<file path="src/rtl/window_alarm_latch_8ch_assert.svh">
// ----------------------------------------------------------------------------
// window alarm latch assertion macros
// concurrent checks on clk with rst_n as disable; empty under synthesis
// ----------------------------------------------------------------------------
`ifndef WINDOW_ALARM_LATCH_8CH_ASSERT_SVH
`define WINDOW_ALARM_LATCH_8CH_ASSERT_SVH

`ifndef SYNTHESIS

// property that must hold at every edge
`define WAL8_ASSERT_ALWAYS(label, prop, msg) \
    label: assert property (@(posedge clk) disable iff (!rst_n) (prop)) \
        else $error(msg);

// same-cycle implication
`define WAL8_ASSERT_IMPLY(label, ante, cons, msg) \
    label: assert property (@(posedge clk) disable iff (!rst_n) (ante) |-> (cons)) \
        else $error(msg);

// next-cycle implication
`define WAL8_ASSERT_NEXT(label, ante, cons, msg) \
    label: assert property (@(posedge clk) disable iff (!rst_n) (ante) |=> (cons)) \
        else $error(msg);

`else

`define WAL8_ASSERT_ALWAYS(label, prop, msg)
`define WAL8_ASSERT_IMPLY(label, ante, cons, msg)
`define WAL8_ASSERT_NEXT(label, ante, cons, msg)

`endif

`endif

</file>
<file path="src/rtl/wal8_pkg.sv">
// ----------------------------------------------------------------------------
// wal8_pkg
// shared types and codes of the eight-channel window alarm
// ----------------------------------------------------------------------------
package wal8_pkg;

    localparam int NUM_CH = 8;

    // request operation codes
    typedef enum logic [1:0] {
        OP_CHECK = 2'd0,
        OP_CLEAR = 2'd1,
        OP_RESET = 2'd2,
        OP_NONE  = 2'd3
    } op_t;

    // per-channel mode codes
    typedef enum logic [1:0] {
        MODE_OFF   = 2'd0,
        MODE_LIVE  = 2'd1,
        MODE_LATCH = 2'd2,
        MODE_HOLD  = 2'd3
    } mode_t;

    // led pair codes
    localparam logic [1:0] LED_OFF   = 2'b00;
    localparam logic [1:0] LED_ALARM = 2'b01;
    localparam logic [1:0] LED_CLEAR = 2'b10;

    // configuration register indexes
    localparam logic [2:0] CFG_MODES  = 3'd0;
    localparam logic [2:0] CFG_HIGH_A = 3'd1;
    localparam logic [2:0] CFG_HIGH_B = 3'd2;
    localparam logic [2:0] CFG_LOW_A  = 3'd3;
    localparam logic [2:0] CFG_LOW_B  = 3'd4;

    typedef struct packed {
        op_t                operation;
        logic [3:0]         channel;
        logic signed [15:0] sample_0;
        logic signed [15:0] sample_1;
        logic signed [15:0] sample_2;
        logic signed [15:0] sample_3;
        logic signed [15:0] sample_4;
        logic signed [15:0] sample_5;
        logic signed [15:0] sample_6;
        logic signed [15:0] sample_7;
    } in_t;

    typedef struct packed {
        logic [15:0] led_word;
        logic [7:0]  alarm_flags;
        logic        shift_out;
    } out_t;

    // state of one channel
    typedef struct packed {
        logic       latch;
        logic       status;
        logic [1:0] pair;
    } lane_state_t;

endpackage

</file>
<file path="src/rtl/wal8_lane.sv">
// ----------------------------------------------------------------------------
// wal8_lane
// one channel: window compare and next latch, status and led pair
// ----------------------------------------------------------------------------
module wal8_lane (
    input  wal8_pkg::op_t         op,
    input  logic                  hit,
    input  wal8_pkg::mode_t       mode,
    input  logic signed [15:0]    sample,
    input  logic signed [15:0]    hi_limit,
    input  logic signed [15:0]    lo_limit,
    input  wal8_pkg::lane_state_t cur,
    output wal8_pkg::lane_state_t nxt,
    output logic                  cleared
);
    import wal8_pkg::*;

    logic outside;
    logic latched;

    always_comb
    begin
        outside = (sample > hi_limit) || (sample < lo_limit);
        latched = cur.latch | outside;
        nxt     = cur;
        cleared = 1'b0;
        unique case (op)
            OP_CHECK:
            begin
                unique case (mode)
                    MODE_OFF:
                    begin
                        nxt.status = 1'b0;
                        nxt.pair   = LED_OFF;
                    end
                    MODE_LIVE:
                    begin
                        nxt.status = outside;
                        nxt.pair   = outside ? LED_ALARM : LED_CLEAR;
                    end
                    MODE_LATCH:
                    begin
                        nxt.latch  = latched;
                        nxt.status = latched;
                        nxt.pair   = latched ? LED_ALARM : LED_CLEAR;
                    end
                    MODE_HOLD:
                    begin
                        nxt = cur;
                    end
                endcase
            end
            OP_CLEAR:
            begin
                if (hit && cur.latch)
                begin
                    nxt.latch  = 1'b0;
                    nxt.status = 1'b0;
                    nxt.pair   = LED_CLEAR;
                    cleared    = 1'b1;
                end
            end
            OP_RESET:
            begin
                nxt.latch = 1'b0;
                nxt.pair  = LED_OFF;
            end
            OP_NONE:
            begin
                nxt = cur;
            end
        endcase
    end

endmodule

</file>
<file path="src/rtl/wal8_merge.sv">
// ----------------------------------------------------------------------------
// wal8_merge
// gathers the lanes into the led word, flags and send decision
// ----------------------------------------------------------------------------
module wal8_merge (
    input  wal8_pkg::op_t         op,
    input  wal8_pkg::lane_state_t lane_nxt [wal8_pkg::NUM_CH],
    input  logic [7:0]            lane_cleared,
    input  logic [15:0]           last_sent,
    output logic [7:0]            latch_next,
    output logic [15:0]           last_next,
    output wal8_pkg::out_t        result
);
    import wal8_pkg::*;

    logic send_ok;

    always_comb
    begin
        for (int i = 0; i < NUM_CH; i++)
        begin
            result.led_word[2*i +: 2] = lane_nxt[i].pair;
            result.alarm_flags[i]     = lane_nxt[i].status;
            latch_next[i]             = lane_nxt[i].latch;
        end
        // a check always compares; a clear only when a latch actually dropped
        send_ok = (op == OP_CHECK) || ((op == OP_CLEAR) && (|lane_cleared));
        result.shift_out = send_ok && (result.led_word != last_sent);
        if (op == OP_RESET)
            last_next = '0;
        else if (result.shift_out)
            last_next = result.led_word;
        else
            last_next = last_sent;
    end

endmodule

</file>
<file path="src/rtl/window_alarm_latch_8ch.sv">
// ----------------------------------------------------------------------------
// window_alarm_latch_8ch
// eight-channel window comparator with live and latching alarms and led pairs
// ----------------------------------------------------------------------------
//  channel   signals                        direction   moves
//  in        in_valid in_ready in_data      sink        one request per accept
//  out       out_valid out_ready out_data   source      one result per request
//  cfg       cfg_wen cfg_index cfg_wdata    sink        register write, no wait
//
//  one request per cycle while in_ready is high; its result is registered
//  the eight lane compares and the merge are combinational before the state regs
//  a two-entry output buffer keeps in_ready high while one result waits
//  in_ready drops only when both output entries are full
//  reset clears the configuration, latches, led words and alarm flags
// ----------------------------------------------------------------------------
`include "window_alarm_latch_8ch_assert.svh"

module window_alarm_latch_8ch (
    input  logic            clk,
    input  logic            rst_n,
    input  logic            in_valid,
    output logic            in_ready,
    input  wal8_pkg::in_t   in_data,
    output logic            out_valid,
    input  logic            out_ready,
    output wal8_pkg::out_t  out_data,
    input  logic            cfg_wen,
    input  logic [2:0]      cfg_index,
    input  logic [63:0]     cfg_wdata
);
    import wal8_pkg::*;

    // configuration registers
    logic [15:0] modes_reg;
    logic [63:0] high_a_reg;
    logic [63:0] high_b_reg;
    logic [63:0] low_a_reg;
    logic [63:0] low_b_reg;

    // channel state
    logic [7:0]  latch_reg;
    logic [7:0]  alarm_reg;
    logic [15:0] led_cur_reg;
    logic [15:0] led_last_reg;

    // output buffer: main entry drives the port, skid catches a stalled request
    out_t        out_reg;
    out_t        out_next;
    logic        out_valid_reg;
    logic        out_valid_next;
    out_t        skid_reg;
    out_t        skid_next;
    logic        skid_valid_reg;
    logic        skid_valid_next;

    logic        in_fire;
    logic        out_fire;

    logic signed [15:0] samp [NUM_CH];
    lane_state_t lane_cur [NUM_CH];
    lane_state_t lane_nxt [NUM_CH];
    logic [7:0]  lane_cleared;

    logic [7:0]  latch_next;
    logic [15:0] last_next;
    out_t        result;

    assign in_ready  = !skid_valid_reg;
    assign in_fire   = in_valid && in_ready;
    assign out_fire  = out_valid_reg && out_ready;
    assign out_valid = out_valid_reg;
    assign out_data  = out_reg;

    // configuration writes; indexes past the list fall through
    always_ff @(posedge clk or negedge rst_n)
    begin
        if (!rst_n)
        begin
            modes_reg  <= '0;
            high_a_reg <= '0;
            high_b_reg <= '0;
            low_a_reg  <= '0;
            low_b_reg  <= '0;
        end
        else if (cfg_wen)
        begin
            case (cfg_index)
                CFG_MODES:  modes_reg  <= cfg_wdata[15:0];
                CFG_HIGH_A: high_a_reg <= cfg_wdata;
                CFG_HIGH_B: high_b_reg <= cfg_wdata;
                CFG_LOW_A:  low_a_reg  <= cfg_wdata;
                CFG_LOW_B:  low_b_reg  <= cfg_wdata;
                default:    ;
            endcase
        end
    end

    // unpack the samples so each lane taps its own
    always_comb
    begin
        samp[0] = in_data.sample_0;
        samp[1] = in_data.sample_1;
        samp[2] = in_data.sample_2;
        samp[3] = in_data.sample_3;
        samp[4] = in_data.sample_4;
        samp[5] = in_data.sample_5;
        samp[6] = in_data.sample_6;
        samp[7] = in_data.sample_7;
    end

    // one lane per channel; channels 1 to 4 take their limits from the a words
    for (genvar g = 0; g < NUM_CH; g++)
    begin : g_lane
        localparam int SLOT = g % 4;

        logic signed [15:0] hi_lim;
        logic signed [15:0] lo_lim;

        assign hi_lim = (g < 4) ? high_a_reg[16*SLOT +: 16] : high_b_reg[16*SLOT +: 16];
        assign lo_lim = (g < 4) ? low_a_reg[16*SLOT +: 16]  : low_b_reg[16*SLOT +: 16];

        assign lane_cur[g].latch  = latch_reg[g];
        assign lane_cur[g].status = alarm_reg[g];
        assign lane_cur[g].pair   = led_cur_reg[2*g +: 2];

        wal8_lane u_lane (
            .op       (in_data.operation),
            .hit      (in_data.channel == 4'(g + 1)),
            .mode     (mode_t'(modes_reg[2*g +: 2])),
            .sample   (samp[g]),
            .hi_limit (hi_lim),
            .lo_limit (lo_lim),
            .cur      (lane_cur[g]),
            .nxt      (lane_nxt[g]),
            .cleared  (lane_cleared[g])
        );
    end

    wal8_merge u_merge (
        .op           (in_data.operation),
        .lane_nxt     (lane_nxt),
        .lane_cleared (lane_cleared),
        .last_sent    (led_last_reg),
        .latch_next   (latch_next),
        .last_next    (last_next),
        .result       (result)
    );

    // state moves on every accepted request
    always_ff @(posedge clk or negedge rst_n)
    begin
        if (!rst_n)
        begin
            latch_reg    <= '0;
            alarm_reg    <= '0;
            led_cur_reg  <= '0;
            led_last_reg <= '0;
        end
        else if (in_fire)
        begin
            latch_reg    <= latch_next;
            alarm_reg    <= result.alarm_flags;
            led_cur_reg  <= result.led_word;
            led_last_reg <= last_next;
        end
    end

    // output buffer steering
    always_comb
    begin
        out_next        = out_reg;
        out_valid_next  = out_valid_reg;
        skid_next       = skid_reg;
        skid_valid_next = skid_valid_reg;
        if (out_fire)
        begin
            if (skid_valid_reg)
            begin
                // no request is taken while the skid is full
                out_next        = skid_reg;
                skid_valid_next = 1'b0;
            end
            else
            begin
                out_next       = result;
                out_valid_next = in_fire;
            end
        end
        else if (in_fire)
        begin
            if (!out_valid_reg)
            begin
                out_next       = result;
                out_valid_next = 1'b1;
            end
            else
            begin
                skid_next       = result;
                skid_valid_next = 1'b1;
            end
        end
    end

    always_ff @(posedge clk or negedge rst_n)
    begin
        if (!rst_n)
        begin
            out_valid_reg  <= 1'b0;
            skid_valid_reg <= 1'b0;
        end
        else
        begin
            out_valid_reg  <= out_valid_next;
            skid_valid_reg <= skid_valid_next;
        end
    end

    always_ff @(posedge clk)
    begin
        out_reg  <= out_next;
        skid_reg <= skid_next;
    end

    // skid only fills behind a waiting main entry
    `WAL8_ASSERT_IMPLY(a_skid_behind_main, skid_valid_reg, out_valid_reg, "skid full with empty main")
    // every step either sends the word or leaves it unchanged from the last send
    `WAL8_ASSERT_ALWAYS(a_led_synced, led_cur_reg == led_last_reg, "led word out of sync")
    // reset-all drops every latch
    `WAL8_ASSERT_NEXT(a_reset_clears, in_fire && (in_data.operation == OP_RESET), latch_reg == 8'd0, "latch survived reset-all")
    // a request that meets a stalled full main entry lands in the skid
    `WAL8_ASSERT_NEXT(a_stall_to_skid, in_fire && out_valid_reg && !out_ready, skid_valid_reg, "stalled request lost")

endmodule
</file>
<file path="config.mk">
export PLATFORM = sky130hd
export DESIGN_NAME = window_alarm_latch_8ch
export DESIGN_NICKNAME = d
export VERILOG_FILES = /design/src/rtl/wal8_pkg.sv /design/src/rtl/wal8_lane.sv /design/src/rtl/wal8_merge.sv /design/src/rtl/window_alarm_latch_8ch.sv
export VERILOG_INCLUDE_DIRS = /design/src /design/src/rtl
export SDC_FILE = /design/constraint.sdc
export NUM_CORES = 1
export LEC_CHECK = 0
export BUFFER_PORTS_ARGS = -buffer_cell sky130_fd_sc_hd__buf_2
export CELL_PAD_IN_SITES_DETAIL_PLACEMENT = 1
export CELL_PAD_IN_SITES_GLOBAL_PLACEMENT = 2
export CORE_UTILIZATION = 38
export CTS_CLUSTER_SIZE = 28
export DETAILED_ROUTE_END_ITERATION = 16
export PLACE_DENSITY = 0.78
export SLEW_MARGIN = 30
export SYNTH_ARGS = -nofsm -noshare
export SYNTH_HDL_FRONTEND = slang
export SYNTH_SLANG_ARGS = --single-unit
</file>
<file path="constraint.sdc">
create_clock -name clk -period 4.7 [get_ports clk]
set_clock_uncertainty 0.2 [all_clocks]
set_input_delay 0.705 -clock clk [delete_from_list [all_inputs] [get_ports clk]]
set_output_delay 0.705 -clock clk [all_outputs]
set_load 0.01 [all_outputs]
</file>
==> metrics.sh, run 1 <==
FILLERS=6625
GATE_COUNT_POST_SYNTH=2353
FINISH.NET_COUNT=3047
GRT_FIRST_PASS_WIRELENGTH_MM=107
SYN2LAYOUT_AREA_GROWTH_PCT=17.0
PATH_MAX_FANOUT=5
YS.WARNINGS.COUNT=0
PLACEMENT.CELL_AREA_UM2=24400
LIBRARY_CELL_CONTRIBUTING_THE_LARGEST_SINGLE_DELAY_ON_THE_CRITICAL_PATH='sky130_fd_sc_hd__or3_1'
FINALINSTANCEAREA_UM2=25900
SYNTH_SIMPLE_GATE_AREA_SHARE_PCT=12.0
TOP_LEVEL_PORTS=233
SYNTH_COMPOUND_GATE_AREA_SHARE_PCT=17.9
CTS_REPAIR_RESIZE_COUNT=0
FINALMAXSLEWVIOLATIONS=0
TIMING.CRITICAL_PATH.FROM='low_a_reg[47]$_DFFE_PN0P_'
SYNTH_CELL_TYPE_COUNT=87
RUN_STATUS='finished clean'
CRITICAL_PATH.ENDPOINT='led_last_reg[2]$_DFFE_PN0P_'
CRIT_PATH_CELL_TRACE='inv_1 > ha_1 > nand4_1 > or3_1 > a2111oi_2 > or4_1 > nand4_2 > o211ai_1 > nand4_1 > nor4_1 > buf_4 > nand4_4 > o21a_4 > buf_4 > o311ai_0'
ANTENNA_FOUND_INITIAL=21
CTS_MADE_BUFFERS=46
ANTENNA_VIOL_NETS_FINAL=0
CORE.ROWCOUNT=88
FLOPS_LATCHES_SYNTH=372
FP.DIEW_UM=243
RR_STARTPOINT='low_a_reg[47]$_DFFE_PN0P_'
CLKSINKCOUNT=372
SYNTH.LARGEST_AREA_CELL='sky130_fd_sc_hd__dfrtp_1'
WORSTSETUPSTARTPOINTTYPE='register'
NETS_IN_THE_SYNTHESIZED_NETLIST=2811
DR_TOTAL_VIAS=18300
TIMING.CRITICAL_PATH.MAX_DELAY_FAMILY='simple AND/OR/NAND/NOR gates'
POST_SYNTH_MUX_AREA_SHARE_PCT=5.55
PORTION_OF_THE_POST_SYNTHESIS_AREA_USED_BY_SEQUENTIAL_ELEMENTS_PCT=43.2
ENDPOINT_KIND='register'
CRIT_ARRIVAL_NS=4.46
CLKLATENCYLATEPIN_NS=0.59
OVERALL_GLOBAL_ROUTING_USAGE_PCT=22.9
FINAL.SETUP.TNS_NS=0
PLACE_CONGESTION=0.923
LAYOUT.CELLS.MOST_COMMON_LIST='sky130_fd_sc_hd__dfrtp_1, sky130_fd_sc_hd__inv_1, sky130_fd_sc_hd__nand2_1'
DRT_FIRST_ITER_VIOLATIONS=827
PEAK_FREQ_GHz=0.236
TIMING_HOLD_VIOLATIONS_FINAL=0
GRT_SETUP_UNREPAIRED='no'
SYNTH_ASYNC_SR_FLOP_SHARE_PCT=86.6
CLOCK_TREE.BUFFER_DEPTH=3
PLACE.PORT_BUFFERS=232
POSTSYNTHAREAPERCELL_UM2=9.41
MOSTFREQUENTLAYOUTCELL='sky130_fd_sc_hd__dfrtp_1'
SYNTH_FA_HA_AREA_SHARE_PCT=14.2
MIN_PATH_TYPE='in2reg'
POWER.LEAKAGE_uW=0.0122
VIA_COUNT_OF_THE_FIRST_GLOBAL_ROUTING_PASS=19600
INITIAL_UTILIZATION_PCT=38.4
DIE_AREA_UM2=59300
GRT_START_MAX_NET_PINS=125
CP_NUM_CELLS=15
GRT-OVFL-TOTAL=0
PATH_BUF_INV=3
SHARE_OF_CELLS_ABOVE_DRIVE_STRENGTH_1_PCT=18.4
HTREEDEPTH=2
SLEW_HEADROOM_PCT=43.4
SYNTH_EDF_COUNT=50
CORE_REGION_AREA_UM2=57700
CLOCK_TREE_FROM_TRITONCTS='done'
CP_SLOWEST_STAGE_DELAY_NS=0.43
SHARE_OF_THE_SYNTHESIZED_AREA_IN_THE_TOP_CELL_TYPE_PCT=36.4
TOTAL_POWER_uW=11900
DRC=0
WORSTREG2REGEND='led_last_reg[2]$_DFFE_PN0P_'
PATH_CLASS='reg2reg'
POSTSYNTH.TOPFLOPCELL='sky130_fd_sc_hd__dfrtp_1'
TIMING.FINAL.SETUP_VIOLATIONS=0
SYN-CELL-AREA_UM2=22100
AVGROUTEDWIREPERCELL_UM=19.7
HPWL_MM=50.9
DR.PASS1.ITERS=4
CLOCK_TREE.ROOT_CELL='sky130_fd_sc_hd__clkbuf_16'
PERIOD_NEEDED_NS=4.23
PLACED_CELLS_INCL_TAPS=3305
YOSYS-TOP-CELLS-AREA='sky130_fd_sc_hd__dfrtp_1, sky130_fd_sc_hd__ha_1, sky130_fd_sc_hd__edfxtp_1'
DOMINANT_COMBINATIONAL_CELL_FAMILY_BY_AREA_AFTER_SYNTHESIS='compound AO/OA/AOI/OAI gates'
POWER_DENSITY_nW_PER_UM2=459
TOTAL_DETAILED_ROUTING_WIRELENGTH_MM=66.9
RR_WORST_DEPTH=15
DRV_CAP=0
SYNTH-XOR-AREA-SHARE_PCT=0.237
PEAKVDDDROP_mV=0.248
STDCELL_COUNT=3394
AVGVIACOUNTPERCELL=5.38
CLK_PIN_SLEW_NS=0.06
FLOORPLAN.DIE.HEIGHT_UM=243
REQUIRED_NS=4.93
POST_ROUTE_FRACTION_OF_THE_PERIOD_CONSUMED_BY_THE_CRITICAL_PATH_PCT=90.1
WORST_PIN_SLEW_NS=0.848
TIMING.REG2REG.SETUP_SLACK_NS=0.47
metal layers:
layer	vias up	wire (um)	GRT usage, %	part of all wire (%)
li1	8739	-	-	-
met1	9015	29900	29.5	45
met2	371	31900	38.9	48
met3	123	3310	4.65	5.0
met4	22	1530	6.01	2.3
met5	-	127	0	0.19
area by class of cell:
type | count | area, um2 | share of cell area [%]
multi-input cells | 1579 | 11100 | 42.9
flip-flops and latches | 372 | 9560 | 36.9
repair buffers | 277 | 1610 | 6.22
clock buffers | 68 | 1380 | 5.30
diodes | 12 | 30.0 | 0.116
inverters | 313 | 1170 | 4.53
well taps | 765 | 957 | 3.69
clock inverters | 8 | 95.1 | 0.367
how the worst min path moves through the flow:
stage / slack, ns / from / to / cells past startpoint
4_1_cts: 0.14 / out_ready / skid_valid_reg$_DFFE_PN0P_ / 2
3_3_place_gp: 0.27 / alarm_reg[2]$_DFFE_PN0P_ / alarm_reg[2]$_DFFE_PN0P_ / 2
6_report: 0.17 / out_ready / skid_valid_reg$_DFFE_PN0P_ / 2
2_1_floorplan: 0.21 / rst_n / alarm_reg[0]$_DFFE_PN0P_ / 0
3_5_place_dp: 0.28 / alarm_reg[2]$_DFFE_PN0P_ / alarm_reg[2]$_DFFE_PN0P_ / 2
5_1_grt: 0.16 / out_ready / skid_valid_reg$_DFFE_PN0P_ / 2
cell families after synthesis:
| kind of cell | count (synthesis) |
|---|---|
| compound gates | 629 |
| xor+xnor | 6 |
| fa+ha+maj | 252 |
| buf+inv | 402 |
| flops | 372 |
| mux | 110 |
| simple gates | 582 |
report_power, final:
| group | internal, uW | switching, uW | total, uW |
|---|---|---|---|
| Combinational | 1510 | 2200 | 3710 |
| Clock | 2110 | 1410 | 3520 |
| Sequential | 4130 | 529 | 4660 |
| Total | 7750 | 4140 | 11900 |
through the flow:
stage	util [%]	setup WS, ns	hold slack [ns]
5_1_grt	44.9	0.142	0.159
2_1_floorplan	-	0.513	0.209
6_report	44.9	0.466	0.172
4_1_cts	44.9	0.392	0.139
3_5_place_dp	42.3	-0.0934	0.279
3_3_place_gp	42.3	0.192	0.269
cell usage after synthesis, types with 6 or more instances:
| library cell | count |
|---|---|
| sky130_fd_sc_hd__o211ai_1 | 16 |
| sky130_fd_sc_hd__nor2_1 | 87 |
| sky130_fd_sc_hd__a211oi_1 | 12 |
| sky130_fd_sc_hd__o311ai_1 | 10 |
| sky130_fd_sc_hd__o21ai_0 | 257 |
| sky130_fd_sc_hd__nand3_1 | 22 |
| sky130_fd_sc_hd__nand4_1 | 47 |
| sky130_fd_sc_hd__a221oi_1 | 6 |
| sky130_fd_sc_hd__edfxtp_1 | 50 |
| sky130_fd_sc_hd__nor2b_1 | 23 |
| sky130_fd_sc_hd__inv_1 | 312 |
| sky130_fd_sc_hd__clkbuf_1 | 81 |
| sky130_fd_sc_hd__ha_1 | 252 |
| sky130_fd_sc_hd__nor4_1 | 9 |
| sky130_fd_sc_hd__a21boi_0 | 11 |
| sky130_fd_sc_hd__o2111ai_1 | 21 |
| sky130_fd_sc_hd__o311ai_0 | 9 |
| sky130_fd_sc_hd__o22ai_1 | 9 |
| sky130_fd_sc_hd__o31ai_1 | 6 |
| sky130_fd_sc_hd__or3_1 | 7 |
| sky130_fd_sc_hd__nand2_1 | 310 |
| sky130_fd_sc_hd__nand2b_1 | 23 |
| sky130_fd_sc_hd__mux2i_1 | 7 |
| sky130_fd_sc_hd__a2111oi_0 | 8 |
| sky130_fd_sc_hd__buf_2 | 6 |
| sky130_fd_sc_hd__nor3_1 | 19 |
| sky130_fd_sc_hd__a21o_1 | 32 |
| sky130_fd_sc_hd__mux2_2 | 103 |
| sky130_fd_sc_hd__dfrtp_1 | 322 |
| sky130_fd_sc_hd__o21a_1 | 18 |
| sky130_fd_sc_hd__a31oi_1 | 19 |
| sky130_fd_sc_hd__a21oi_1 | 128 |
what timing repair did:
item                                   CTS  global route
buffers inserted                         0             0
hold buffers                             1             0
endpoints found under the hold margin   20             0
Note: power is estimated with default switching activity, not from simulation.
==> run 2, diff against run 1 <==
--- a/config.mk
+++ b/config.mk
@@ -12,8 +12,9 @@
 export CORE_UTILIZATION = 38
 export CTS_CLUSTER_SIZE = 28
 export DETAILED_ROUTE_END_ITERATION = 16
+export MAX_ROUTING_LAYER = met4
 export PLACE_DENSITY = 0.78
-export SLEW_MARGIN = 30
+export SLEW_MARGIN = 5
 export SYNTH_ARGS = -nofsm -noshare
 export SYNTH_HDL_FRONTEND = slang
 export SYNTH_SLANG_ARGS = --single-unit
==> run 2 against run 1 <==
  * Global-route usage increased by 0.74 points
  * Count of clock-buffer cells in the layout decreased by 5
  * The run now ends with negative hold slack left
  * Highest routed layer is now met4
  * Core utilization increased by 0.069 points
==> metrics.sh, run 2 (same netlist as run 1, synthesis figures left out) <==
CRIT_PATH_CELL_TRACE='inv_1 > ha_1 > nand4_1 > or3_1 > a2111oi_2 > or4_1 > nand4_2 > o21bai_2 > o21ai_1 > a2111oi_4 > nand4_4 > o21a_4 > buf_4 > o311ai_0'
PLACE_CONGESTION=0.922  # about the same
PEAK_FREQ_GHz=0.242  # +2.6%
FINISH.NET_COUNT=3047  # unchanged
GRT_SETUP_UNREPAIRED='no'
FINAL.SETUP.TNS_NS=0  # unchanged
TOTAL_DETAILED_ROUTING_WIRELENGTH_MM=66.3  # -0.80%
CRIT_ARRIVAL_NS=4.38  # -0.08 ns
MIN_PATH_TYPE='in2async'
AVGROUTEDWIREPERCELL_UM=19.5  # -1.0%
POWER_DENSITY_nW_PER_UM2=460  # +0.20%
TIMING.CRITICAL_PATH.MAX_DELAY_FAMILY='compound AO/OA/AOI/OAI gates'
LAYOUT.CELLS.MOST_COMMON_LIST='sky130_fd_sc_hd__dfrtp_1, sky130_fd_sc_hd__inv_1, sky130_fd_sc_hd__nand2_1'
SLEW_HEADROOM_PCT=20.4  # -23 points
CP_SLOWEST_STAGE_DELAY_NS=0.42  # about the same
CLK_PIN_SLEW_NS=0.06  # about the same
DP_SLACK_NS=0.101  # +0.195 ns
INITIAL_UTILIZATION_PCT=38.4  # unchanged
CLOCK_TREE.ROOT_CELL='sky130_fd_sc_hd__clkbuf_16'
DR.PASS1.ITERS=5  # +1
WORSTREG2REGEND='led_last_reg[2]$_DFFE_PN0P_'
FLOORPLAN.DIE.HEIGHT_UM=243  # unchanged
HOLD_BUF_CTS=0  # -1
CORE_REGION_AREA_UM2=57700  # unchanged
CLOCK_TREE.BUFFER_DEPTH=3  # unchanged
ANTENNA_FOUND_INITIAL=18  # -14%
POST_ROUTE_FRACTION_OF_THE_PERIOD_CONSUMED_BY_THE_CRITICAL_PATH_PCT=87.8  # -2.3 points
PLACE.PORT_BUFFERS=232  # unchanged
CTS_REPAIR_RESIZE_COUNT=0  # unchanged
TOP_LEVEL_PORTS=233  # unchanged
SYN2LAYOUT_AREA_GROWTH_PCT=17.2
DR_TOTAL_VIAS=18000  # -1.3%
ENDPOINT_KIND='register'
PATH_CLASS='reg2reg'
SHARE_OF_CELLS_ABOVE_DRIVE_STRENGTH_1_PCT=18.5  # +0.13 points
TOTAL_POWER_uW=11900  # +0.36%
DIE_AREA_UM2=59300  # unchanged
WORSTSETUPSTARTPOINTTYPE='register'
HPWL_MM=50.8  # -0.22%
TIMING.REG2REG.SETUP_SLACK_NS=0.57  # +0.11 ns
RR_WORST_DEPTH=14  # -1
FINAL.HOLD.WORST_SLACK_NS=-0.0198  # -0.192 ns
FINALMAXSLEWVIOLATIONS=0  # unchanged
REQUIRED_NS=4.95  # +0.02 ns
TIMING.FINAL.SETUP_VIOLATIONS=0  # unchanged
CLOCK_TREE_FROM_TRITONCTS='done'
CORE.ROWCOUNT=88  # unchanged
VIA_COUNT_OF_THE_FIRST_GLOBAL_ROUTING_PASS=19600  # +0.35%
CLKSINKCOUNT=372  # unchanged
VIOLATED_CHECKS='negative hold slack'
HTREEDEPTH=2  # unchanged
AVGVIACOUNTPERCELL=5.30  # -1.6%
WORST_PIN_SLEW_NS=1.19  # +0.342 ns
DRV_CAP=0  # unchanged
MOSTFREQUENTLAYOUTCELL='sky130_fd_sc_hd__dfrtp_1'
TIMING_HOLD_VIOLATIONS_FINAL=3  # +3
PATH_BUF_INV=2  # -1
PEAKVDDDROP_mV=0.243  # -2.0%
CTS_POST_SETUP_BUFFERS_INSERTED=0  # unchanged
LAYOUT_SETUP_WS_NS=0.574  # +0.107 ns
PLACED_CELLS_INCL_TAPS=3306  # +0.030%
DRC=0  # unchanged
POWER.LEAKAGE_uW=0.0122  # +0.18%
PERIOD_NEEDED_NS=4.13  # -0.107 ns
RR_STARTPOINT='low_a_reg[47]$_DFFE_PN0P_'
RUN_STATUS='complete, but fails checks'
PATH_MAX_FANOUT=5  # unchanged
FP.DIEW_UM=243  # unchanged
OVERALL_GLOBAL_ROUTING_USAGE_PCT=23.6  # +0.74 points
CLKLATENCYLATEPIN_NS=0.58  # about the same
LIBRARY_CELL_CONTRIBUTING_THE_LARGEST_SINGLE_DELAY_ON_THE_CRITICAL_PATH='sky130_fd_sc_hd__or3_1'
ANTENNA_VIOL_NETS_FINAL=0  # unchanged
GRT_FIRST_PASS_WIRELENGTH_MM=108  # +0.28%
GRT_START_MAX_NET_PINS=125  # unchanged
DRT_FIRST_ITER_VIOLATIONS=878  # +6.2%
CTS_MADE_BUFFERS=46  # unchanged
GRT-OVFL-TOTAL=0  # unchanged
STDCELL_COUNT=3402  # +0.24%
-- run 2: cell types whose count changed in the layout (fill, tap and decap cells not counted), sizes merged --
cell | before | now
buf | 276 | 277
clkinv | 5 | 12
diode | 12 | 17
dlygate4sd3 | 1 | 0
bufinv | 2 | 3
clkbuf | 68 | 63
-- run 2: how the worst max path moves through the flow --
stage | startpoint | end | slack (ns) | depth (start not counted)
global route | low_a_reg[47]$_DFFE_PN0P_ | led_last_reg[3]$_DFFE_PN0P_ | 0.20 | 14
detailed placement | in_data[111] | led_last_reg[6]$_DFFE_PN0P_ | 0.10 | 15
finish | low_a_reg[47]$_DFFE_PN0P_ | led_last_reg[2]$_DFFE_PN0P_ | 0.57 | 14
CTS | low_a_reg[22]$_DFFE_PN0P_ | led_last_reg[4]$_DFFE_PN0P_ | 0.53 | 16
floorplan | in_data[31] | out_data[0]$_DFFE_PP_ | 0.51 | 13
global placement | in_data[102] | out_data[0]$_DFFE_PP_ | 0.16 | 15
-- run 2: area by class of cell --
type,instances,area (um2)
Fill cell,6658,31700
Multi-Input combinational cell,1579,11100
Clock inverter,16,159
Sequential cell,372,9560
Antenna cell,17,42.5
Clock buffer,63,1360
Timing Repair Buffer,277,1600
Tap cell,765,957
Inverter,313,1170
-- run 2: where the power goes --
group | internal, uW | leakage (uW) | switching (uW)
Clock | 2160 | 0.000749 | 1420
Sequential | 4130 | 0.00439 | 523
Combinational | 1510 | 0.00705 | 2190
Total | 7800 | 0.0122 | 4140
-- run 2: metrics by stage --
stage	utilization, %	instance area, um2
2_1_floorplan	-	22100
3_3_place_gp	42.3	24400
3_5_place_dp	42.3	24400
4_1_cts	44.9	25900
5_1_grt	45.0	26000
6_report	45.0	26000
-- run 2: per-layer routing --
metal | GRT usage [%] | vias to the layer above | part of all wire (%)
li1 | - | 8751 | -
met5 | - | - | 0
met3 | 4.03 | 113 | 4.8
met1 | 29.7 | 8823 | 45
met2 | 38.8 | 341 | 47
met4 | 6.90 | 0 | 2.6
==> run 3, diff against run 2 <==
--- a/config.mk
+++ b/config.mk
@@ -8,12 +8,12 @@
 export LEC_CHECK = 0
 export BUFFER_PORTS_ARGS = -buffer_cell sky130_fd_sc_hd__buf_2
 export CELL_PAD_IN_SITES_DETAIL_PLACEMENT = 1
-export CELL_PAD_IN_SITES_GLOBAL_PLACEMENT = 2
-export CORE_UTILIZATION = 38
+export CELL_PAD_IN_SITES_GLOBAL_PLACEMENT = 1
+export CORE_UTILIZATION = 40
 export CTS_CLUSTER_SIZE = 28
 export DETAILED_ROUTE_END_ITERATION = 16
 export MAX_ROUTING_LAYER = met4
-export PLACE_DENSITY = 0.78
+export PLACE_DENSITY = 0.68
 export SLEW_MARGIN = 5
 export SYNTH_ARGS = -nofsm -noshare
 export SYNTH_HDL_FRONTEND = slang
==> run 3 against run 2 <==
  * Combinational power increased by 1%
  * First-iteration DRC count decreased by 13%
  * The flow now finishes without violations
  * Global-route usage increased by 1.4 points
==> metrics.sh, run 3 (same netlist as run 1, synthesis figures left out) <==
RUN_STATUS='finished clean'
DR_TOTAL_VIAS=18300  # +1.5%
POWER_SWITCHING_SHARE_PCT=35.2  # +0.51 points
WORST_PIN_SLEW_NS=1.12  # -0.0699 ns
POWER.LEAKAGE_uW=0.0122  # +0.15%
CLOCK_POWER_SHARE_PCT=29.7  # -0.3 points
DR.PASS1.ITERS=5  # unchanged
CLKLATENCYLATEPIN_NS=0.58  # about the same
DIE_AREA_UM2=56300  # -5.0%
CELL_INTERNAL_PWR_uW=7750  # -0.61%
DRC=0  # unchanged
GRT_START_MAX_NET_PINS=125  # unchanged
TIMING_HOLD_VIOLATIONS_FINAL=0  # -3
TIMING.FINAL.SETUP_VIOLATIONS=0  # unchanged
PLACEMENT.CELL_AREA_UM2=24300  # -0.29%
PATH_MAX_FANOUT=6  # +1
FLOORPLAN.DIE.HEIGHT_UM=237  # -2.5%
SHARE_OF_CELLS_ABOVE_DRIVE_STRENGTH_1_PCT=18.8  # +0.21 points
PEAK_FREQ_GHz=0.231  # -4.8%
REQUIRED_NS=4.93  # -0.02 ns
ANTENNA_FOUND_INITIAL=22  # +4
FP.DIEW_UM=237  # -2.5%
POWER_DENSITY_nW_PER_UM2=462  # +0.39%
FINISH.NET_COUNT=3050  # +0.098%
SYN2LAYOUT_AREA_GROWTH_PCT=17.0
CLKSINKCOUNT=372  # unchanged
SHARE_COMB_OF_TOTAL_POWER_PCT=31.3  # +0.3 points
PLACE.PORT_BUFFERS=232  # unchanged
PLACED_CELLS_INCL_TAPS=3239  # -2.0%
OVERALL_GLOBAL_ROUTING_USAGE_PCT=25.0  # +1.4 points
DRV_CAP=0  # unchanged
CLOCK_TREE.ROOT_CELL='sky130_fd_sc_hd__clkbuf_16'
TOTAL_DETAILED_ROUTING_WIRELENGTH_MM=67.1  # +1.2%
LAYOUT.CELLS.MOST_COMMON_LIST='sky130_fd_sc_hd__dfrtp_1, sky130_fd_sc_hd__inv_1, sky130_fd_sc_hd__nand2_1'
TOP_LEVEL_PORTS=233  # unchanged
CORE_REGION_AREA_UM2=54200  # -6.0%
HPWL_MM=51.2  # +0.78%
FINALINSTANCEAREA_UM2=25900  # -0.21%
CTS_MADE_BUFFERS=46  # unchanged
PEAKVDDDROP_mV=0.282  # +16%
MIN_PATH_TYPE='in2reg'
STDCELL_COUNT=3346  # -1.6%
CRIT_ARRIVAL_NS=4.56  # +0.18 ns
SWITCHING_PWR_uW=4200  # +1.7%
GRT_SETUP_UNREPAIRED='no'
DRT_FIRST_ITER_VIOLATIONS=760  # -13%
WORSTSETUPSTARTPOINTTYPE='register'
SLEW_HEADROOM_PCT=25.0  # +4.7 points
MOST_USED_CELL_CP='sky130_fd_sc_hd__buf_4'
CLK_PIN_SLEW_NS=0.06  # about the same
CTS_POST_SETUP_BUFFERS_INSERTED=0  # unchanged
PERIOD_NEEDED_NS=4.33  # +0.208 ns
MOSTFREQUENTLAYOUTCELL='sky130_fd_sc_hd__dfrtp_1'
POST_ROUTE_FRACTION_OF_THE_PERIOD_CONSUMED_BY_THE_CRITICAL_PATH_PCT=92.2  # +4.4 points
CP_SLOWEST_STAGE_DELAY_NS=0.54  # +0.12 ns
FINALMAXSLEWVIOLATIONS=0  # unchanged
CRIT_PATH_CELL_TRACE='inv_1 > ha_1 > nand4_1 > nor2_1 > o211ai_1 > and3_1 > a221oi_1 > buf_4 > a31o_2 > o211ai_1 > nor4_1 > buf_4 > nand4_4 > o21a_4 > buf_4 > o311ai_0'
GRT-OVFL-TOTAL=0  # unchanged
AVGVIACOUNTPERCELL=5.47  # +3.2%
VIA_COUNT_OF_THE_FIRST_GLOBAL_ROUTING_PASS=19500  # -0.60%
ANTENNA_VIOL_NETS_FINAL=0  # unchanged
PLACE_CONGESTION=0.909  # -1.5%
HTREEDEPTH=2  # unchanged
PATH_CLASS='reg2reg'
INITIAL_UTILIZATION_PCT=40.8  # +2.4 points
AVGROUTEDWIREPERCELL_UM=20.1  # +2.9%
GRT_FIRST_PASS_WIRELENGTH_MM=108  # about the same
CLOCK_TREE.BUFFER_DEPTH=3  # unchanged
ENDPOINT_KIND='register'
POWER_FRAC_SEQ_PCT=39.0  # about the same
CLOCK_TREE_FROM_TRITONCTS='done'
LIBRARY_CELL_CONTRIBUTING_THE_LARGEST_SINGLE_DELAY_ON_THE_CRITICAL_PATH='sky130_fd_sc_hd__a221oi_1'
CORE.ROWCOUNT=85  # -3.4%
[run 3: metal layers]
| metal | track usage [%] | part of all wire (%) | routed length [um] |
|---|---|---|---|
| met3 | 3.80 | 4.9 | 3270 |
| met1 | 31.6 | 45 | 30100 |
| met5 | - | 0 | 0 |
| met2 | 40.9 | 47 | 31800 |
| met4 | 8.52 | 3.0 | 2000 |
[run 3: power groups by stage]
stage	combinational [uW]	clock (uW)	sequential, uW
3_5_place_dp	3730	0	4710
4_1_cts	3770	3660	4660
5_1_grt	4230	3790	4760
3_3_place_gp	3560	0	4670
2_1_floorplan	2450	0	4540
6_report	3740	3550	4660
[run 3: area by class of cell]
class	count	area, um2
diodes	22	55.1
clock buffers	63	1350
clock inverters	21	161
fillers	6280	28300
inverters	313	1170
multi-input cells	1579	11100
flip-flops and latches	372	9560
well taps	696	871
repair buffers	280	1620
[run 3: path summary, 6_finish.rpt]
check / start / to / slack [ns] / depth (start not counted)
worst max-delay path: low_b_reg[31]$_DFFE_PN0P_ / led_last_reg[7]$_DFFE_PN0P_ / 0.37 / 16
worst min-delay path: out_ready / skid_valid_reg$_DFFE_PN0P_ / 0.19 / 2
worst max register to register: low_b_reg[31]$_DFFE_PN0P_ / led_last_reg[7]$_DFFE_PN0P_ / 0.37 / 16
worst min register to register: alarm_reg[0]$_DFFE_PN0P_ / alarm_reg[0]$_DFFE_PN0P_ / 0.29 / 2
max in group asynchronous: rst_n / high_b_reg[18]$_DFFE_PN0P_ / 2.86 / 3
min in group asynchronous: rst_n / high_a_reg[58]$_DFFE_PN0P_ / 0.52 / 2
[run 3: through the flow]
stage	hold slack (ns)	setup WS, ns	power [uW]	utilization [%]	setup TNS, ns
after global placement	0.263	0.0769	8230	44.9	0
after CTS	0.151	0.381	12100	47.7	0
after global routing	0.176	0.147	12800	47.8	0
after detailed placement	0.279	-0.103	8440	44.9	-0.217
after floorplan	0.209	0.513	6990	-	0
final	0.187	0.366	12000	47.8	0
[run 3: worst max-delay path, delay by kind of cell (launching register included)]
kind            cells  cell delay, ns
compound gates      6            1.60
fa+ha+maj           1            0.34
buf+inv             4            0.67
flops               1            0.32
simple gates        5            1.04
[run 3: repair_timing]
item | CTS | global route
setup endpoints to repair | 0 | 0
endpoints found under the hold margin | 76 | 0
resized for setup | 0 | 0
hold buffers | 1 | 0
